File: config.mk
export PLATFORM = sky130hd
export DESIGN_NAME = step_sequencer_with_glide
export DESIGN_NICKNAME = d
export VERILOG_FILES = /design/src/rtl/core/sws_pkg.sv /design/src/rtl/core/sws_step_ctrl.sv /design/src/rtl/core/sws_glide.sv /design/src/rtl/core/step_sequencer_with_glide.sv
export SDC_FILE = /design/constraint.sdc
export NUM_CORES = 2
export LEC_CHECK = 0
export BUFFER_PORTS_ARGS = -buffer_cell sky130_fd_sc_hd__buf_2
export CAP_MARGIN = 20
export CORE_MARGIN = 2
export CORE_UTILIZATION = 66
export CTS_BUF_LIST = sky130_fd_sc_hd__clkbuf_8
export CTS_CLUSTER_SIZE = 40
export DETAILED_ROUTE_END_ITERATION = 16
export PLACE_DENSITY = 0.84
export SYNTH_ARGS = -nofsm -noshare
export SYNTH_HDL_FRONTEND = slang
export SYNTH_SLANG_ARGS = --single-unit
File: constraint.sdc
create_clock -name aclk -period 14.4 [get_ports aclk]
set_clock_uncertainty 0.05 [all_clocks]
set_input_delay 1.44 -clock aclk [delete_from_list [all_inputs] [get_ports aclk]]
set_output_delay 1.44 -clock aclk [all_outputs]
set_load 0.005 [all_outputs]
File: src/rtl/core/sws_pkg.sv
// ----------------------------------------------------------------------------
// sws_pkg
// Shared types, constants and the step wrap table of the step sequencer
// with glide.
// ----------------------------------------------------------------------------
package sws_pkg;

    // Field and register widths.
    localparam int NOTE_W      = 7;
    localparam int STEP_W      = 4;
    localparam int LEN_W       = 5;
    localparam int MASK_W      = 16;
    localparam int COEF_W      = 16;
    localparam int GATE_W      = 16;
    localparam int CFG_DATA_W  = 28;
    localparam int CFG_ADDR_W  = 3;
    localparam int NOTE_REGS   = 4;
    localparam int NOTES_PER_REG = 4;

    // Sequencer constants.
    localparam int STEP_COUNT    = 16;
    localparam int GATE_TICKS    = 1024;
    localparam int FRAC_BITS_DEF = 16;

    // Register reset values.
    localparam logic [CFG_DATA_W-1:0] NOTES_RST_0 = 28'd137371452;
    localparam logic [CFG_DATA_W-1:0] NOTES_RST_1 = 28'd152167107;
    localparam logic [CFG_DATA_W-1:0] NOTES_RST_2 = 28'd166946378;
    localparam logic [CFG_DATA_W-1:0] NOTES_RST_3 = 28'd181742033;
    localparam logic [MASK_W-1:0]     REST_RST    = '0;
    localparam logic [LEN_W-1:0]      LEN_RST     = 5'd8;
    localparam logic [COEF_W-1:0]     COEF_RST    = '0;
    localparam logic [NOTE_W-1:0]     TARGET_RST  = 7'd60;

    // Configuration register indexes.
    typedef enum logic [CFG_ADDR_W-1:0] {
        CFG_NOTES_0  = 3'd0,
        CFG_NOTES_1  = 3'd1,
        CFG_NOTES_2  = 3'd2,
        CFG_NOTES_3  = 3'd3,
        CFG_REST     = 3'd4,
        CFG_LENGTH   = 3'd5,
        CFG_COEF     = 3'd6
    } cfg_addr_t;

    // Four notes packed into one register, step 0 of the group lowest.
    typedef logic [NOTES_PER_REG-1:0][NOTE_W-1:0] note_quad_t;

    // Sequencer settings handed to the step control.
    typedef struct packed {
        note_quad_t [NOTE_REGS-1:0] notes;
        logic [MASK_W-1:0]          rest_mask;
        logic [LEN_W-1:0]           seq_length;
    } sws_cfg_t;

    // Per-tick result of the step control.
    typedef struct packed {
        logic [NOTE_W-1:0] target_note;
        logic              gate;
    } sws_step_out_t;

    // Wrap table: entry {step, length - 1} holds (step + 1) mod length.
    localparam int WRAP_ENTRIES = (1 << STEP_W) * (1 << STEP_W);
    typedef logic [WRAP_ENTRIES-1:0][STEP_W-1:0] wrap_table_t;

    function automatic wrap_table_t build_wrap_table();
        wrap_table_t tbl;
        int          n;
        int          k;
        for (int s = 0; s < (1 << STEP_W); s++) begin
            for (int l = 1; l <= (1 << STEP_W); l++) begin
                n = s + 1;
                for (k = 0; k <= (1 << STEP_W); k++) begin
                    if (n >= l) begin
                        n = n - l;
                    end
                end
                tbl[s * (1 << STEP_W) + l - 1] = STEP_W'(n);
            end
        end
        return tbl;
    endfunction

    localparam wrap_table_t WRAP_TABLE = build_wrap_table();

endpackage

File: src/rtl/core/sws_step_ctrl.sv
// ----------------------------------------------------------------------------
// sws_step_ctrl
// Edge detection on the clock and reset levels, step counter, rest handling,
// target note selection and the gate counter.
// ----------------------------------------------------------------------------
module sws_step_ctrl (
    input  logic                  aclk,
    input  logic                  aresetn,
    input  logic                  accept,
    input  logic                  clock_level,
    input  logic                  reset_level,
    input  sws_pkg::sws_cfg_t     cfg,
    output sws_pkg::sws_step_out_t step_out
);
    import sws_pkg::*;

    logic                   last_clk_reg, last_clk_next;
    logic                   last_rst_reg, last_rst_next;
    logic [STEP_W-1:0]      step_reg, step_next;
    logic [GATE_W-1:0]      gate_cnt_reg, gate_cnt_next;
    logic [NOTE_W-1:0]      target_reg, target_next;

    logic                   rst_edge;
    logic                   clk_edge;
    logic [STEP_W-1:0]      step_a;
    logic [GATE_W-1:0]      gate_a;
    logic [GATE_W-1:0]      gate_b;
    logic [LEN_W-1:0]       len_eff;
    logic [STEP_W-1:0]      len_idx;
    logic [STEP_W-1:0]      step_wrap;
    logic                   gate_on;

    // Rising edges of the two levels against the previous tick.
    assign rst_edge = reset_level & ~last_rst_reg;
    assign clk_edge = clock_level & ~last_clk_reg;

    // Active length, clamped to one through the step count.
    always_comb begin
        len_eff = cfg.seq_length;
        if (len_eff == '0) begin
            len_eff = LEN_W'(1);
        end else if (len_eff > LEN_W'(STEP_COUNT)) begin
            len_eff = LEN_W'(STEP_COUNT);
        end
    end

    assign len_idx   = STEP_W'(len_eff - LEN_W'(1));
    assign step_a    = rst_edge ? '0 : step_reg;
    assign gate_a    = rst_edge ? '0 : gate_cnt_reg;
    assign step_wrap = WRAP_TABLE[{step_a, len_idx}];

    // Clock edge: advance, and retrigger unless the new step is a rest.
    always_comb begin
        step_next   = step_a;
        target_next = target_reg;
        gate_b      = gate_a;
        if (clk_edge) begin
            step_next = step_wrap;
            if (!cfg.rest_mask[step_wrap]) begin
                target_next = cfg.notes[step_wrap[3:2]][step_wrap[1:0]];
                gate_b      = GATE_W'(GATE_TICKS);
            end
        end
    end

    // The gate shows the counter before this tick's decrement.
    assign gate_on       = (gate_b != '0);
    assign gate_cnt_next = gate_b - GATE_W'(gate_on);
    assign last_clk_next = clock_level;
    assign last_rst_next = reset_level;

    assign step_out.target_note = target_next;
    assign step_out.gate        = gate_on;

    // State registers advance once per accepted tick.
    always_ff @(posedge aclk) begin
        if (!aresetn) begin
            last_clk_reg <= 1'b0;
            last_rst_reg <= 1'b0;
            step_reg     <= '0;
            gate_cnt_reg <= '0;
            target_reg   <= TARGET_RST;
        end else if (accept) begin
            last_clk_reg <= last_clk_next;
            last_rst_reg <= last_rst_next;
            step_reg     <= step_next;
            gate_cnt_reg <= gate_cnt_next;
            target_reg   <= target_next;
        end
    end

endmodule

File: src/rtl/core/sws_glide.sv
// ----------------------------------------------------------------------------
// sws_glide
// One-pole glide of the pitch toward the target note, one update per tick.
// ----------------------------------------------------------------------------
module sws_glide #(
    parameter int FRAC_BITS = sws_pkg::FRAC_BITS_DEF
) (
    input  logic                                  aclk,
    input  logic                                  aresetn,
    input  logic                                  accept,
    input  logic [sws_pkg::COEF_W-1:0]            coef,
    input  logic [sws_pkg::NOTE_W-1:0]            target_note,
    output logic [sws_pkg::NOTE_W+FRAC_BITS-1:0]  pitch
);
    import sws_pkg::*;

    localparam int PITCH_W = NOTE_W + FRAC_BITS;
    localparam int ACC_W   = PITCH_W + COEF_W + 2;
    localparam logic [PITCH_W-1:0] PITCH_RST = {TARGET_RST, {FRAC_BITS{1'b0}}};
    localparam logic signed [ACC_W-1:0] ROUND_HALF =
        {{(ACC_W-COEF_W){1'b0}}, 1'b1, {(COEF_W-1){1'b0}}};

    logic [PITCH_W-1:0]        pitch_reg, pitch_next;
    logic [PITCH_W-1:0]        target_fx;
    logic signed [PITCH_W:0]   diff;
    logic signed [ACC_W-1:0]   diff_ext;
    logic signed [ACC_W-1:0]   coef_ext;
    logic signed [ACC_W-1:0]   target_ext;
    logic signed [ACC_W-1:0]   prod;
    logic signed [ACC_W-1:0]   acc;

    // P' = T + c * (P - T) / 2^16, rounded half up. A zero coefficient
    // lands exactly on the target.
    assign target_fx  = {target_note, {FRAC_BITS{1'b0}}};
    assign diff       = $signed({1'b0, pitch_reg}) - $signed({1'b0, target_fx});
    assign diff_ext   = {{(ACC_W-PITCH_W-1){diff[PITCH_W]}}, diff};
    assign coef_ext   = {{(ACC_W-COEF_W){1'b0}}, coef};
    assign target_ext = {2'b00, target_fx, {COEF_W{1'b0}}};
    assign prod       = diff_ext * coef_ext;
    assign acc        = target_ext + prod + ROUND_HALF;
    assign pitch_next = acc[PITCH_W+COEF_W-1:COEF_W];

    assign pitch = pitch_reg;

    // Pitch register, which is also the result register.
    always_ff @(posedge aclk) begin
        if (!aresetn) begin
            pitch_reg <= PITCH_RST;
        end else if (accept) begin
            pitch_reg <= pitch_next;
        end
    end

endmodule

File: src/rtl/core/step_sequencer_with_glide.sv
// ----------------------------------------------------------------------------
// step_sequencer_with_glide
// CV/gate step sequencer with one-pole pitch glide, one tick per word.
// ----------------------------------------------------------------------------
// Each input word is one sample tick with the clock and reset levels. A
// rising reset level returns the sequence to step zero and drops the gate; a
// rising clock level then advances the step, and a step that is not a rest
// loads its note as the glide target and retriggers the gate. The block takes
// one tick per clock cycle while results are read, and each result appears
// in the cycle after its tick is accepted. That rate is set by the pitch
// feedback loop, which holds a single 24 by 17 bit multiply and two adds
// between the pitch register and itself. The input side keeps taking ticks
// whenever the result register is empty or is being read in the same cycle.
// There is no start-up pass after reset. Configuration writes take effect at
// once and belong between ticks while no result is pending.
// ----------------------------------------------------------------------------
module step_sequencer_with_glide #(
    parameter int FRAC_BITS = sws_pkg::FRAC_BITS_DEF
) (
    input  logic                                  aclk,
    input  logic                                  aresetn,

    input  logic                                  s_valid,
    output logic                                  s_ready,
    input  logic                                  s_clock_level,
    input  logic                                  s_reset_level,

    output logic                                  m_valid,
    input  logic                                  m_ready,
    output logic [sws_pkg::NOTE_W+FRAC_BITS-1:0]  m_note_pitch,
    output logic                                  m_gate_out,

    input  logic                                  cfg_wr_en,
    input  logic [sws_pkg::CFG_ADDR_W-1:0]        cfg_addr,
    input  logic [sws_pkg::CFG_DATA_W-1:0]        cfg_wr_data
);
    import sws_pkg::*;

    note_quad_t [NOTE_REGS-1:0] notes_reg;
    logic [MASK_W-1:0]          rest_reg;
    logic [LEN_W-1:0]           len_reg;
    logic [COEF_W-1:0]          coef_reg;

    logic                       m_valid_reg, m_valid_next;
    logic                       gate_reg;
    logic                       accept;
    sws_cfg_t                   cfg;
    sws_step_out_t              step_out;

    // Configuration registers; unknown indexes are ignored.
    always_ff @(posedge aclk) begin
        if (!aresetn) begin
            notes_reg[0] <= NOTES_RST_0;
            notes_reg[1] <= NOTES_RST_1;
            notes_reg[2] <= NOTES_RST_2;
            notes_reg[3] <= NOTES_RST_3;
            rest_reg     <= REST_RST;
            len_reg      <= LEN_RST;
            coef_reg     <= COEF_RST;
        end else if (cfg_wr_en) begin
            unique case (cfg_addr)
                CFG_NOTES_0: notes_reg[0] <= cfg_wr_data;
                CFG_NOTES_1: notes_reg[1] <= cfg_wr_data;
                CFG_NOTES_2: notes_reg[2] <= cfg_wr_data;
                CFG_NOTES_3: notes_reg[3] <= cfg_wr_data;
                CFG_REST:    rest_reg     <= cfg_wr_data[MASK_W-1:0];
                CFG_LENGTH:  len_reg      <= cfg_wr_data[LEN_W-1:0];
                CFG_COEF:    coef_reg     <= cfg_wr_data[COEF_W-1:0];
                default: begin
                end
            endcase
        end
    end

    assign cfg.notes      = notes_reg;
    assign cfg.rest_mask  = rest_reg;
    assign cfg.seq_length = len_reg;

    // A tick is taken whenever the result register is free or being read.
    assign s_ready = !m_valid_reg || m_ready;
    assign accept  = s_valid && s_ready;

    always_comb begin
        m_valid_next = m_valid_reg;
        if (accept) begin
            m_valid_next = 1'b1;
        end else if (m_ready) begin
            m_valid_next = 1'b0;
        end
    end

    always_ff @(posedge aclk) begin
        if (!aresetn) begin
            m_valid_reg <= 1'b0;
        end else begin
            m_valid_reg <= m_valid_next;
        end
    end

    // Gate result register.
    always_ff @(posedge aclk) begin
        if (accept) begin
            gate_reg <= step_out.gate;
        end
    end

    sws_step_ctrl u_step_ctrl (
        .aclk        (aclk),
        .aresetn     (aresetn),
        .accept      (accept),
        .clock_level (s_clock_level),
        .reset_level (s_reset_level),
        .cfg         (cfg),
        .step_out    (step_out)
    );

    sws_glide #(
        .FRAC_BITS (FRAC_BITS)
    ) u_glide (
        .aclk        (aclk),
        .aresetn     (aresetn),
        .accept      (accept),
        .coef        (coef_reg),
        .target_note (step_out.target_note),
        .pitch       (m_note_pitch)
    );

    assign m_valid    = m_valid_reg;
    assign m_gate_out = gate_reg;

`ifndef SYNTHESIS
    // Every accepted tick leaves a result waiting in the next cycle.
    a_accept_gives_result: assert property (
        @(posedge aclk) disable iff (!aresetn)
        accept |=> m_valid
    ) else $error("accepted tick did not produce a result");

    // The pitch only moves when a tick is accepted.
    a_pitch_holds_idle: assert property (
        @(posedge aclk) disable iff (!aresetn)
        !accept |=> $stable(m_note_pitch)
    ) else $error("pitch changed without an accepted tick");

    // With glide off the pitch lands exactly on the target note.
    a_no_glide_jumps: assert property (
        @(posedge aclk) disable iff (!aresetn)
        (accept && coef_reg == '0) |=>
            m_note_pitch == {$past(step_out.target_note), {FRAC_BITS{1'b0}}}
    ) else $error("pitch did not jump to target with glide off");
`endif

endmodule

==> out/metrics.yaml <==
synth.area.mux_share_pct: 2.687
path_clk_slew_ns: 0.06
crit_path_max_fanout: 21
leakage_uw: 0.01187
grt_pass1_vias: 21370
cpPeakStageDelay_ns: 0.59
fin_crit_sh_pct: 93.12
drv_cap: 0
finalCriticalPeriod_ns: 13.41
core.rowCount: 69
antenna_found_initial: 1
whs_ns: 0.4020
max_freq_mhz: 74.57
fin_cells: 3313
synthAdderAreaFrac_pct: 38.62
synth_ff_type: "dfxtp_1"
drive_above_1_share_pct: 7.401
path_delay_family: "compound AO/OA/AOI/OAI gates"
yosys.area_share.simple_pct: 19.68
globalRouteOverflowTotal: 0
critical_path_buf_inv_count: 7
die-area_sq_mm: 0.03773
synth_most_common_cell: "nand2_1"
drc: 0
ys_seq_area_share_pct: 17.06
final_antenna_net_count: 0
cts_buffers: 36
synth_compound_area_share_pct: 10.26
path_class: "reg2reg"
vias: 19850
clockRootBuffer: "clkbuf_8"
p_per_area_mw_per_mm2: 77.30
grt_first_pass_wirelength_microns: 107000
relSlewSlack_pct: 27.43
io_pins: 64
setup_tns_ns: 0
initial_core_util_pct: 67.16
synth_top_family_by_area: "adder cells"
finalSetupViolCount: 0
cts_setup_buffers: 0
clk_latency_ns: 0.58
synth_top_area_share_pct: 31.60
critPathCaptureType: "flop"
synth_edf_count: 1
routabilityCongestion: 0.9302
grt_util_all_layers_pct: 35.21
worst_pin_slew_ns: 1.087
post-dp-hpwl_microns: 47530
synth_top_cells_by_count: "nand2_1, inv_1, fa_1, dfxtp_1, and2_1"
synth_cell_types: 78
crit_arrival_ns: 13.85
grt_max_degree: 86
synth_top_cell_by_area: "fa_1"
core_area_sq_mm: 0.03557
die_h_microns: 194.2
syn_area_per_cell_sq_um: 8.432
async_reset_ff_share_pct: 0
cp-start-kind: "flop"
wire_per_inst_microns: 19.48
die_x_microns: 194.2
largest_register_ffs: 112
critPathSlowestCell: "a2111oi_4"
regToRegSetupSlack_ns: 0.99
clkSinkCount: 203
setup_slack_ns: 0.9905
hold_class: "reg2reg"
area_growth_pct: 6.181
fin_nets: 3379
post_drt_via_cell_ratio: 5.991
synthCells: 2833
hold_viol: 0
synthTopCellsByArea: "fa_1, dfxtp_1, nand2_1"
slew_viol_final: 0
critPathMostFrequentCell: "a21o_1"
cts_tree: "done"
h-tree-depth: 2
synth_area_sq_mm: 0.02389
required_ns: 14.84
finalWirelength_microns: 64520
first_pass_iters: 6
dpl_worst_slack_ns: 0.2388
drtIter0Drc: 1853
io_buffers: 63
final_core_util_pct: 71.31
dp.cells: 3248
synth_warnings: 0
peakVddDrop_mv: 0.08693
rsz0062_at_grt: "false"
status: "finished, final reports clean"
cts_max_path_buffers: 3
synth_xor_area_share_pct: 1.802
syn_nets: 3382
synth_seq_cells: 203
-- area by class of cell --
class | count | area [sq um]
antenna | 1 | 2.502
clock buffer | 43 | 591.8
clock inverter | 16 | 105.1
fill | 2703 | 10210
inverter | 463 | 1740
multi-input combinational | 2013 | 17500
sequential | 203 | 4075
tap | 461 | 576.8
timing repair buffer | 113 | 775.7
-- cell families (layout without fill, tap and decap cells) --
family                   after synthesis  count (layout)
flip-flops                           203             203
AND/OR/NAND/NOR                     1013            1013
AO/OA/AOI/OAI                        385             385
XOR/XNOR                              47              47
buffers and inverters                617             635
adder cells (fa/ha/maj)              511             511
other                                  0               1
multiplexers                          57              57
-- tightest hold or removal path, stage by stage (launching register included) --
cell and delay (ns):
dfxtp_1 0.31, nand2_1 0.05, a21oi_1 0.05
-- final timing paths --
kind,depth (start not counted),endpoint,startpoint
hold reg to reg,2,cfg[22],cfg[22]
setup / recovery,50,u_glide.pitch[22],len_reg[1]
setup reg to reg,50,u_glide.pitch[22],len_reg[1]
hold / removal,2,cfg[22],cfg[22]
-- cell usage in the layout (no fill, tap or decap), types with 16 or more instances in the layout --
cell type	n
xnor2_1	32
nand3_1	69
a211oi_1	44
nor3_1	16
buf_4	45
dfxtp_1	201
nand2b_1	20
nor2b_1	40
inv_1	465
a21oi_1	176
fa_1	377
and2_1	186
nor2_1	68
o21ai_0	39
ha_1	133
clkbuf_8	43
mux2i_1	45
buf_2	63
nand2_1	562
-- routing by layer --
metal	share of wire, %	vias up	GRT usage (%)
met5	0.017	-	0
met4	4.4	2	15.71
met3	9.6	218	7.010
met2	48	1018	59.13
met1	37	9776	44.24
li1	-	8835	-
-- through the flow --
stage          power, uW  instance area, sq um
2_1_floorplan       1164                 23890
3_3_place_gp        1354                 24550
3_5_place_dp        1400                 24550
4_1_cts             1945                 25250
5_1_grt             2076                 25360
6_report            1961                 25360
-- report_power, final --
part           leakage (uW)  internal [uW]  switching (uW)
Clock              0.000385            288             257
Sequential          0.00165            594            66.7
Combinational       0.00983            290             464
Total                0.0119           1170             788
-- repair_timing --
item | in CTS | in global routing
gates resized for setup | 0 | 4
endpoints found under the setup margin | 0 | 7
hold endpoints to repair | 0 | 0
hold buffers | 0 | 0
Note: power is estimated with default switching activity, not from simulation.
